[config.mk]
export PLATFORM = sky130hd
export DESIGN_NAME = circular_queue_key_extract
export DESIGN_NICKNAME = d
export VERILOG_FILES = /design/src/cqke_pkg.sv /design/src/cqke_cell.sv /design/src/circular_queue_key_extract.sv
export SDC_FILE = /design/constraint.sdc
export NUM_CORES = 2
export LEC_CHECK = 0
export BUFFER_PORTS_ARGS = -buffer_cell sky130_fd_sc_hd__buf_4
export CAP_MARGIN = 20
export CELL_PAD_IN_SITES_DETAIL_PLACEMENT = 1
export CELL_PAD_IN_SITES_GLOBAL_PLACEMENT = 1
export CORE_MARGIN = 5
export CORE_UTILIZATION = 50
export CTS_BUF_LIST = sky130_fd_sc_hd__clkbuf_16
export DETAILED_ROUTE_END_ITERATION = 7
export PLACE_DENSITY_LB_ADDON = 0.1
export SLEW_MARGIN = 40
export SYNTH_ARGS = -nofsm -noshare
export SYNTH_HDL_FRONTEND = slang
export SYNTH_SLANG_ARGS = --single-unit
[constraint.sdc]
create_clock -name clk -period 20.1 [get_ports clk]
set_input_delay 4.02 -clock clk [delete_from_list [all_inputs] [get_ports clk]]
set_output_delay 4.02 -clock clk [all_outputs]
set_load 0.05 [all_outputs]
[src/cqke_pkg.sv]
`default_nettype none
// ----------------------------------------------------------------------------
// cqke_pkg
// Shared types and codes of the keyed circular queue: opcodes, status codes,
// the search token that moves along the slot chain and the slot write bundle.
// ----------------------------------------------------------------------------
package cqke_pkg;

  localparam int DEPTH_DEFAULT = 16;
  localparam int CAP_W         = 5;
  localparam int CAP_RESET     = 16;

  localparam logic [1:0] OP_INSERT  = 2'd0;
  localparam logic [1:0] OP_EXTRACT = 2'd1;
  localparam logic [1:0] OP_CLEAR   = 2'd2;

  localparam logic [2:0] ST_INSERTED = 3'd0;
  localparam logic [2:0] ST_FULL     = 3'd1;
  localparam logic [2:0] ST_FOUND    = 3'd2;
  localparam logic [2:0] ST_EMPTY    = 3'd3;
  localparam logic [2:0] ST_NOTFOUND = 3'd4;
  localparam logic [2:0] ST_CLEARED  = 3'd5;

  // Search token. It collects the first matching entry and, on its way past
  // the head slot, a copy of the head entry.
  typedef struct packed {
    logic       live;
    logic [7:0] key;
    logic       hit;
    logic [7:0] fv;
    logic [7:0] fp;
    logic [7:0] hv;
    logic [7:0] hp;
    logic       hu;
  } cqke_tok_t;

  // Write controls broadcast to every slot cell.
  typedef struct packed {
    logic       wb_en;
    logic       ins_en;
    logic       clr;
    logic [7:0] ins_char;
    logic [7:0] ins_tag;
  } cqke_ctrl_t;

endpackage
`default_nettype wire

[src/cqke_cell.sv]
`default_nettype none
// ----------------------------------------------------------------------------
// cqke_cell
// One queue slot. Holds a character, a priority tag and a used bit, and
// passes the search token on to the next slot once per cycle.
// ----------------------------------------------------------------------------
module cqke_cell import cqke_pkg::*; #(
  parameter int DEPTH = DEPTH_DEFAULT,
  parameter int INDEX = 0
) (
  input  logic                     clk,
  input  logic                     rst,
  input  cqke_ctrl_t               ctrl,
  input  logic [$clog2(DEPTH)-1:0] head_idx,
  input  logic [$clog2(DEPTH)-1:0] tail_idx,
  input  cqke_tok_t                wb_tok,
  input  cqke_tok_t                tok_in,
  output cqke_tok_t                tok_out,
  output logic                     used
);

  localparam int IW = $clog2(DEPTH);
  localparam logic [IW-1:0] MY_IDX = IW'(INDEX);

  logic [7:0] slot_char;
  logic [7:0] slot_tag;
  logic       hit_here;
  logic       is_head;
  logic       is_tail;
  logic       first_hit;
  cqke_tok_t  tok_next;

  assign is_head   = (head_idx == MY_IDX);
  assign is_tail   = (tail_idx == MY_IDX);
  assign first_hit = used && (slot_tag == tok_in.key) && !tok_in.hit;

  always_comb begin
    tok_next = tok_in;
    if (first_hit) begin
      tok_next.hit = 1'b1;
      tok_next.fv  = slot_char;
      tok_next.fp  = slot_tag;
    end
    if (is_head) begin
      tok_next.hv = slot_char;
      tok_next.hp = slot_tag;
      tok_next.hu = used;
    end
  end

  always_ff @(posedge clk) begin
    if (rst) begin
      used         <= 1'b0;
      hit_here     <= 1'b0;
      tok_out.live <= 1'b0;
    end else begin
      tok_out <= tok_next;
      if (tok_in.live) begin
        hit_here <= first_hit;
      end
      if (ctrl.clr) begin
        used <= 1'b0;
      end else if (ctrl.wb_en) begin
        // The head slot empties; the matched slot takes the head entry.
        if (is_head) begin
          used <= 1'b0;
        end else if (hit_here) begin
          used <= wb_tok.hu;
        end
      end else if (ctrl.ins_en && is_tail) begin
        used <= 1'b1;
      end
    end
  end

  always_ff @(posedge clk) begin
    if (ctrl.wb_en && hit_here && !is_head) begin
      slot_char <= wb_tok.hv;
      slot_tag  <= wb_tok.hp;
    end else if (ctrl.ins_en && is_tail) begin
      slot_char <= ctrl.ins_char;
      slot_tag  <= ctrl.ins_tag;
    end
  end

endmodule
`default_nettype wire

[src/circular_queue_key_extract.sv]
`default_nettype none
// ----------------------------------------------------------------------------
// circular_queue_key_extract
// Circular queue of character slots with priority tags and extract-by-key.
// ----------------------------------------------------------------------------
// Usage notes.
// The input channel (in_valid / in_stall) carries one command per transfer:
// insert, extract by priority, or clear. Every command yields exactly one
// result transfer on the output channel (out_valid / out_stall) with a status
// code, the extracted character and priority, and the fill count afterwards.
// The capacity register is written through cfg_valid / cfg_ready; cfg_ready
// is always high. A written capacity waits until the next clear, which loads
// it into the ring (0 acts as 1, values above DEPTH act as DEPTH).
// Timing: one command is worked on at a time. Insert, clear, an extract on an
// empty queue and an unknown opcode load their result into the pending
// registers at the command transfer, then into the output register. An extract
// on a non-empty queue runs a search token down DEPTH slot cells, one per
// cycle; the slot write-back comes with the pending result at its end, then the
// output register loads. The next command is taken the cycle after a result
// loads. A result blocked by out_stall waits in a pending register with
// in_stall high until the output register frees.
// Reset empties the queue, sets head, tail and count to zero and the capacity
// to 16 (or DEPTH if smaller); slot contents are not cleared.
// ----------------------------------------------------------------------------
module circular_queue_key_extract import cqke_pkg::*; #(
  parameter int DEPTH = DEPTH_DEFAULT
) (
  input  logic             clk,
  input  logic             rst,
  input  logic             in_valid,
  output logic             in_stall,
  input  logic [1:0]       opcode,
  input  logic [7:0]       item_value,
  input  logic [7:0]       item_priority,
  output logic             out_valid,
  input  logic             out_stall,
  output logic [2:0]       status,
  output logic [7:0]       found_value,
  output logic [7:0]       found_priority,
  output logic [CAP_W-1:0] fill_count,
  input  logic             cfg_valid,
  output logic             cfg_ready,
  input  logic [CAP_W-1:0] capacity
);

  localparam int IW   = $clog2(DEPTH);
  localparam int CMPW = ((IW > CAP_W) ? IW : CAP_W) + 1;
  localparam logic [CAP_W-1:0] CAP_RESET_ACT =
    (DEPTH < CAP_RESET) ? CAP_W'(DEPTH) : CAP_W'(CAP_RESET);

  typedef enum logic [1:0] {
    S_IDLE,
    S_SCAN,
    S_RESP
  } state_t;

  state_t           state;
  logic [CAP_W-1:0] cap_pending;
  logic [CAP_W-1:0] cap_active;
  logic [CAP_W-1:0] cap_clamped;
  logic [IW-1:0]    head;
  logic [IW-1:0]    tail;
  logic [CAP_W-1:0] count;
  logic [IW-1:0]    head_next;
  logic [IW-1:0]    tail_next;
  logic [CMPW-1:0]  head_inc;
  logic [CMPW-1:0]  tail_inc;
  logic             full;
  logic             in_accept;
  logic             out_free;

  // Pending result, waiting for the output register.
  logic [2:0]       res_status;
  logic [7:0]       res_fv;
  logic [7:0]       res_fp;
  logic [CAP_W-1:0] res_fill;

  cqke_tok_t        scan_tok;
  cqke_tok_t        tok [0:DEPTH];
  cqke_tok_t        end_tok;
  cqke_ctrl_t       ctrl;
  logic [DEPTH-1:0] used_vec;
  logic [DEPTH:0]   live_vec;

  assign cfg_ready = 1'b1;
  assign in_stall  = (state != S_IDLE);
  assign in_accept = in_valid && !in_stall;
  assign out_free  = !out_valid || !out_stall;
  assign full      = (count >= cap_active);
  assign end_tok   = tok[DEPTH];

  // Ring pointers wrap at the active capacity.
  assign head_inc  = CMPW'(head) + CMPW'(1);
  assign tail_inc  = CMPW'(tail) + CMPW'(1);
  assign head_next = (head_inc == CMPW'(cap_active)) ? '0 : head_inc[IW-1:0];
  assign tail_next = (tail_inc == CMPW'(cap_active)) ? '0 : tail_inc[IW-1:0];

  always_comb begin
    if (cap_pending == '0) begin
      cap_clamped = CAP_W'(1);
    end else if (int'(cap_pending) > DEPTH) begin
      cap_clamped = CAP_W'(DEPTH);
    end else begin
      cap_clamped = cap_pending;
    end
  end

  // Slot writes are decided in the same cycle as the command transfer
  // (insert, clear) or as the end of the search (write-back).
  always_comb begin
    ctrl          = '0;
    ctrl.ins_char = item_value;
    ctrl.ins_tag  = item_priority;
    if (in_accept && (opcode == OP_INSERT) && !full) begin
      ctrl.ins_en = 1'b1;
    end
    if (in_accept && (opcode == OP_CLEAR)) begin
      ctrl.clr = 1'b1;
    end
    if ((state == S_SCAN) && end_tok.live && end_tok.hit) begin
      ctrl.wb_en = 1'b1;
    end
  end

  // Chain of slot cells; the search token enters at slot 0.
  assign tok[0] = scan_tok;

  for (genvar i = 0; i < DEPTH; i++) begin : g_cell
    cqke_cell #(
      .DEPTH (DEPTH),
      .INDEX (i)
    ) u_cell (
      .clk      (clk),
      .rst      (rst),
      .ctrl     (ctrl),
      .head_idx (head),
      .tail_idx (tail),
      .wb_tok   (end_tok),
      .tok_in   (tok[i]),
      .tok_out  (tok[i+1]),
      .used     (used_vec[i])
    );
  end

  for (genvar i = 0; i <= DEPTH; i++) begin : g_live
    assign live_vec[i] = tok[i].live;
  end

  always_ff @(posedge clk) begin
    if (rst) begin
      state       <= S_IDLE;
      cap_pending <= CAP_W'(CAP_RESET);
      cap_active  <= CAP_RESET_ACT;
      head        <= '0;
      tail        <= '0;
      count       <= '0;
      out_valid   <= 1'b0;
      scan_tok    <= '0;
    end else begin
      scan_tok.live <= 1'b0;
      if (cfg_valid && cfg_ready) begin
        cap_pending <= capacity;
      end
      if (out_valid && !out_stall) begin
        out_valid <= 1'b0;
      end

      case (state)
        S_IDLE: begin
          if (in_accept) begin
            res_fv   <= '0;
            res_fp   <= '0;
            res_fill <= count;
            state    <= S_RESP;
            case (opcode)
              OP_INSERT: begin
                if (full) begin
                  res_status <= ST_FULL;
                end else begin
                  tail       <= tail_next;
                  count      <= count + CAP_W'(1);
                  res_fill   <= count + CAP_W'(1);
                  res_status <= ST_INSERTED;
                end
              end
              OP_EXTRACT: begin
                if (count == '0) begin
                  res_status <= ST_EMPTY;
                end else begin
                  scan_tok.live <= 1'b1;
                  scan_tok.key  <= item_priority;
                  scan_tok.hit  <= 1'b0;
                  state         <= S_SCAN;
                end
              end
              OP_CLEAR: begin
                head       <= '0;
                tail       <= '0;
                count      <= '0;
                cap_active <= cap_clamped;
                res_fill   <= '0;
                res_status <= ST_CLEARED;
              end
              default: begin
                res_status <= ST_NOTFOUND;
              end
            endcase
          end
        end

        S_SCAN: begin
          if (end_tok.live) begin
            state <= S_RESP;
            if (end_tok.hit) begin
              head       <= head_next;
              count      <= count - CAP_W'(1);
              res_fill   <= count - CAP_W'(1);
              res_status <= ST_FOUND;
              res_fv     <= end_tok.fv;
              res_fp     <= end_tok.fp;
            end else begin
              res_fill   <= count;
              res_status <= ST_NOTFOUND;
            end
          end
        end

        S_RESP: begin
          if (out_free) begin
            out_valid      <= 1'b1;
            status         <= res_status;
            found_value    <= res_fv;
            found_priority <= res_fp;
            fill_count     <= res_fill;
            state          <= S_IDLE;
          end
        end

        default: begin
          state <= S_IDLE;
        end
      endcase
    end
  end

  // The fill count never exceeds the ring size in use.
  a_count_in_range: assert property (@(posedge clk) disable iff (rst)
    count <= cap_active)
    else $error("fill count above active capacity");

  // Occupied slots and the fill count agree at all times.
  a_used_matches_count: assert property (@(posedge clk) disable iff (rst)
    $countones(used_vec) == int'(count))
    else $error("used slots disagree with fill count");

  // At most one search token travels the chain.
  a_single_token: assert property (@(posedge clk) disable iff (rst)
    $onehot0(live_vec))
    else $error("more than one search token in the chain");

  // A write-back happens only at the end of a search.
  a_wb_after_scan: assert property (@(posedge clk) disable iff (rst)
    ctrl.wb_en |=> (state == S_RESP))
    else $error("slot write-back outside a search");

endmodule
`default_nettype wire
==> qor.yml <==
wirelength_um: 116800
setup_slack_ns: 13.84
clock_sinks: 1051
synth_cell_types: 58
yosysTopAreaCell: "edfxtp_1"
cts.htree.levels: 3
crit_top_cell: "nand2_1"
syn_to_final_growth_pct: 12.07
final_core_util_pct: 56.69
use_met3_pct: 3.420
first_global_vias: 24450
path_buf_inv: 2
place_ws_ns: 13.19
synth_edf_count: 968
first_pass_iters: 5
rsz0062_at_grt: "no"
post_drt_wl_per_cell_um: 29.69
hold_class: "flip-flop to flip-flop"
power.density_nw_per_um2: 95.45
drt_iter0_markers: 2107
row_count: 109
maxCapViolCount: 0
yosys_warnings: 0
drc: 0
dp_hpwl_um: 75900
cts_buffers: 110
use_met1_pct: 31.54
place_congestion: 0.7892
relSlewSlack_pct: 43.40
cp-start-kind: "primary input"
postCtsSetupBuffers: 0
diodes: 0
holdPathEnd: "status[0]"
final_layout_size_suffix_gt1_share_pct: 38.97
seqPwrFrac_pct: 52.6
dieHeight_um: 309.5
min_period_ns: 6.256
grt_max_degree: 110
timing.rr.end: "g_cell[1].u_cell.slot_tag[4]"
clk_path_buf_depth: 3
holdPathStages: 0
internal-power_mw: 3.779
die_x_um: 309.5
clkPwrFrac_pct: 43.1
fmax_mhz: 159.8
grt_pass1_wl_um: 169800
power_switching_mw: 1.018
fin_nets: 2723
track_usage_pct: 24.25
cts_hold_buf: 0
vias: 22920
ctsResizeCount: 0
postSynthAreaPerCell_um2: 17.27
worstPathCellList: "buf_4 -> inv_1 -> ha_1 -> nand3b_1 -> a31oi_1 -> nand2_1 -> or4b_1 -> nand2_1"
cp_top_family: "simple AND/OR/NAND/NOR gates"
ys_ff_latch: 1051
path_max_fanout: 16
setup_violations: 0
fin_crit_sh_pct: 31.12
antenna_found_initial: 10
ant_nets: 0
synth-async-reset-ratio_pct: 0
core_area_um2: 88650
pwr-share-comb_pct: 4.3
initial_core_util_pct: 50.58
yosysTopAreaCellShare_pct: 64.83
ff2ff_setup_slack_ns: 16.52
path_class: "primary input to flip-flop"
worst-slew-pin-transition_ns: 0.8469
met2_usage_pct: 43.25
critical-path-slowest-cell: "nand2_1"
whs_ns: 0.4193
cp-end-kind: "flip-flop"
die_area_um2: 95770
finalSetupTns_ns: 0
yosysMostFrequentCell: "edfxtp_1"
reg2regPathDepth: 8
r2r_start: "cap_active[2]"
peakVddDrop_uv: 75.99
clk_pin_slew_worst_paths_ns: 0.06
vias_per_cell: 5.826
io_pins: 55
numPortBuffers: 53
slowest_delay_ns: 0.63
final.setup_skew_ns: 0.02574
syn_area_um2: 44840
synth_area_leaders: "edfxtp_1 65%, mux2_2 17%, dfxtp_1 3.7%"
yosysSeqAreaShare_pct: 68.53
synth_common_cells: "968 x edfxtp_1, 673 x mux2_2, 91 x xor2_1"
finalMaxSlewViolations: 0
arrival_ns: 6.56
synth_fp_nets: 2644
cts-root-buf: "clkbuf_16"
finalHoldViolations: 0
syn_inst: 2596
p_leak_nw: 17.96
clock_latency_ns: 0.68
synth_ff_type: "edfxtp_1"
switching_share_pct: 21.21
hp-start: "res_status[0]"
overflow: 0
cts_tree: "done"
cp_data_required_time_ns: 20.40
status: "completed"
busiest_layer: "met2"
[logic make-up after synthesis]
family	after synthesis	share of synthesized area (%)
flops	1051	68.53
mux	782	20.34
simple gates	347	4.688
buf+inv	158	1.778
xor+xnor	138	2.696
compound gates	99	1.398
fa+ha+maj	20	0.5581
other cells	1	0.008363
[worst max path at each step]
stage / start / endpoint / slack [ns] / cells past startpoint
5_1_grt: opcode[0] / g_cell[1].u_cell.slot_char[7] / 13.68 / 8
2_1_floorplan: rst / res_fp[0] / 4.98 / 4
3_3_place_gp: rst / g_cell[6].u_cell.tok_out[23] / 12.50 / 4
3_5_place_dp: opcode[1] / g_cell[3].u_cell.slot_tag[7] / 13.19 / 8
4_1_cts: opcode[0] / g_cell[1].u_cell.slot_char[7] / 13.89 / 8
6_report: opcode[0] / g_cell[1].u_cell.slot_tag[4] / 13.84 / 8
[area by class of cell]
cell class	count	area [µm²]
fill	7934	38400
sequential	1051	30730
multi-input combinational	1387	13410
clock buffer	114	2853
tap	1165	1458
timing repair buffer	92	848.3
clock inverter	92	827.0
inverter	33	127.6
[metal layers]
| layer | up-vias | wire length, µm |
|---|---|---|
| met4 | 2 | 2646 |
| met3 | 163 | 5901 |
| met2 | 629 | 60430 |
| met5 | - | 13 |
| met1 | 12040 | 47830 |
| li1 | 10080 | - |
[worst register-to-register path, delay by kind of cell (launching register included)]
kind | cells | cell delay [ns]
compound gates | 3 | 0.78
fa+ha+maj | 1 | 0.34
buf+inv | 1 | 0.14
flops | 1 | 0.43
simple gates | 3 | 1.51
[registers in the layout, summed over array words and instances, names as in the netlist, 8 cells and up]
signal / flops
res_fp: 8
res_fv: 8
g_cell.u_cell.slot_char: 128
g_cell.u_cell.hit_here: 16
g_cell.u_cell.used: 16
g_cell.u_cell.slot_tag: 128
scan_tok: 8
g_cell.u_cell.tok_out: 680
found_priority: 8
found_value: 8
[stage by stage]
step,power [mW],std cells,cell area (µm²)
after global routing,4.953,3934,50250
after CTS,4.835,3933,50230
after floorplan,2.692,2596,44840
final,4.797,3934,50250
after global placement,2.763,3713,46240
after detailed placement,2.775,3727,46550
[power by group through the flow]
stage,registers [mW],logic (mW),clock network [mW]
floorplan,2.57,0.121,0
global placement,2.57,0.189,0
detailed placement,2.57,0.206,0
CTS,2.52,0.208,2.10
global route,2.53,0.219,2.21
finish,2.52,0.209,2.07
[placed cells by master (no fill, tap or decap), types with 22 or more instances in the layout]
cell type and count:
edfxtp_1 968, clkinv_1 25, nor2b_1 23, buf_4 73, xor2_1 91, inv_1 48
a21oi_1 35, mux2_2 673, and2_1 37, nor2_1 67, o21ai_0 22, mux2_4 90
clkbuf_16 114, dfxtp_1 82, xnor2_1 47, nand2_1 44
No activity file was read; power rests on OpenSTA's default activity.
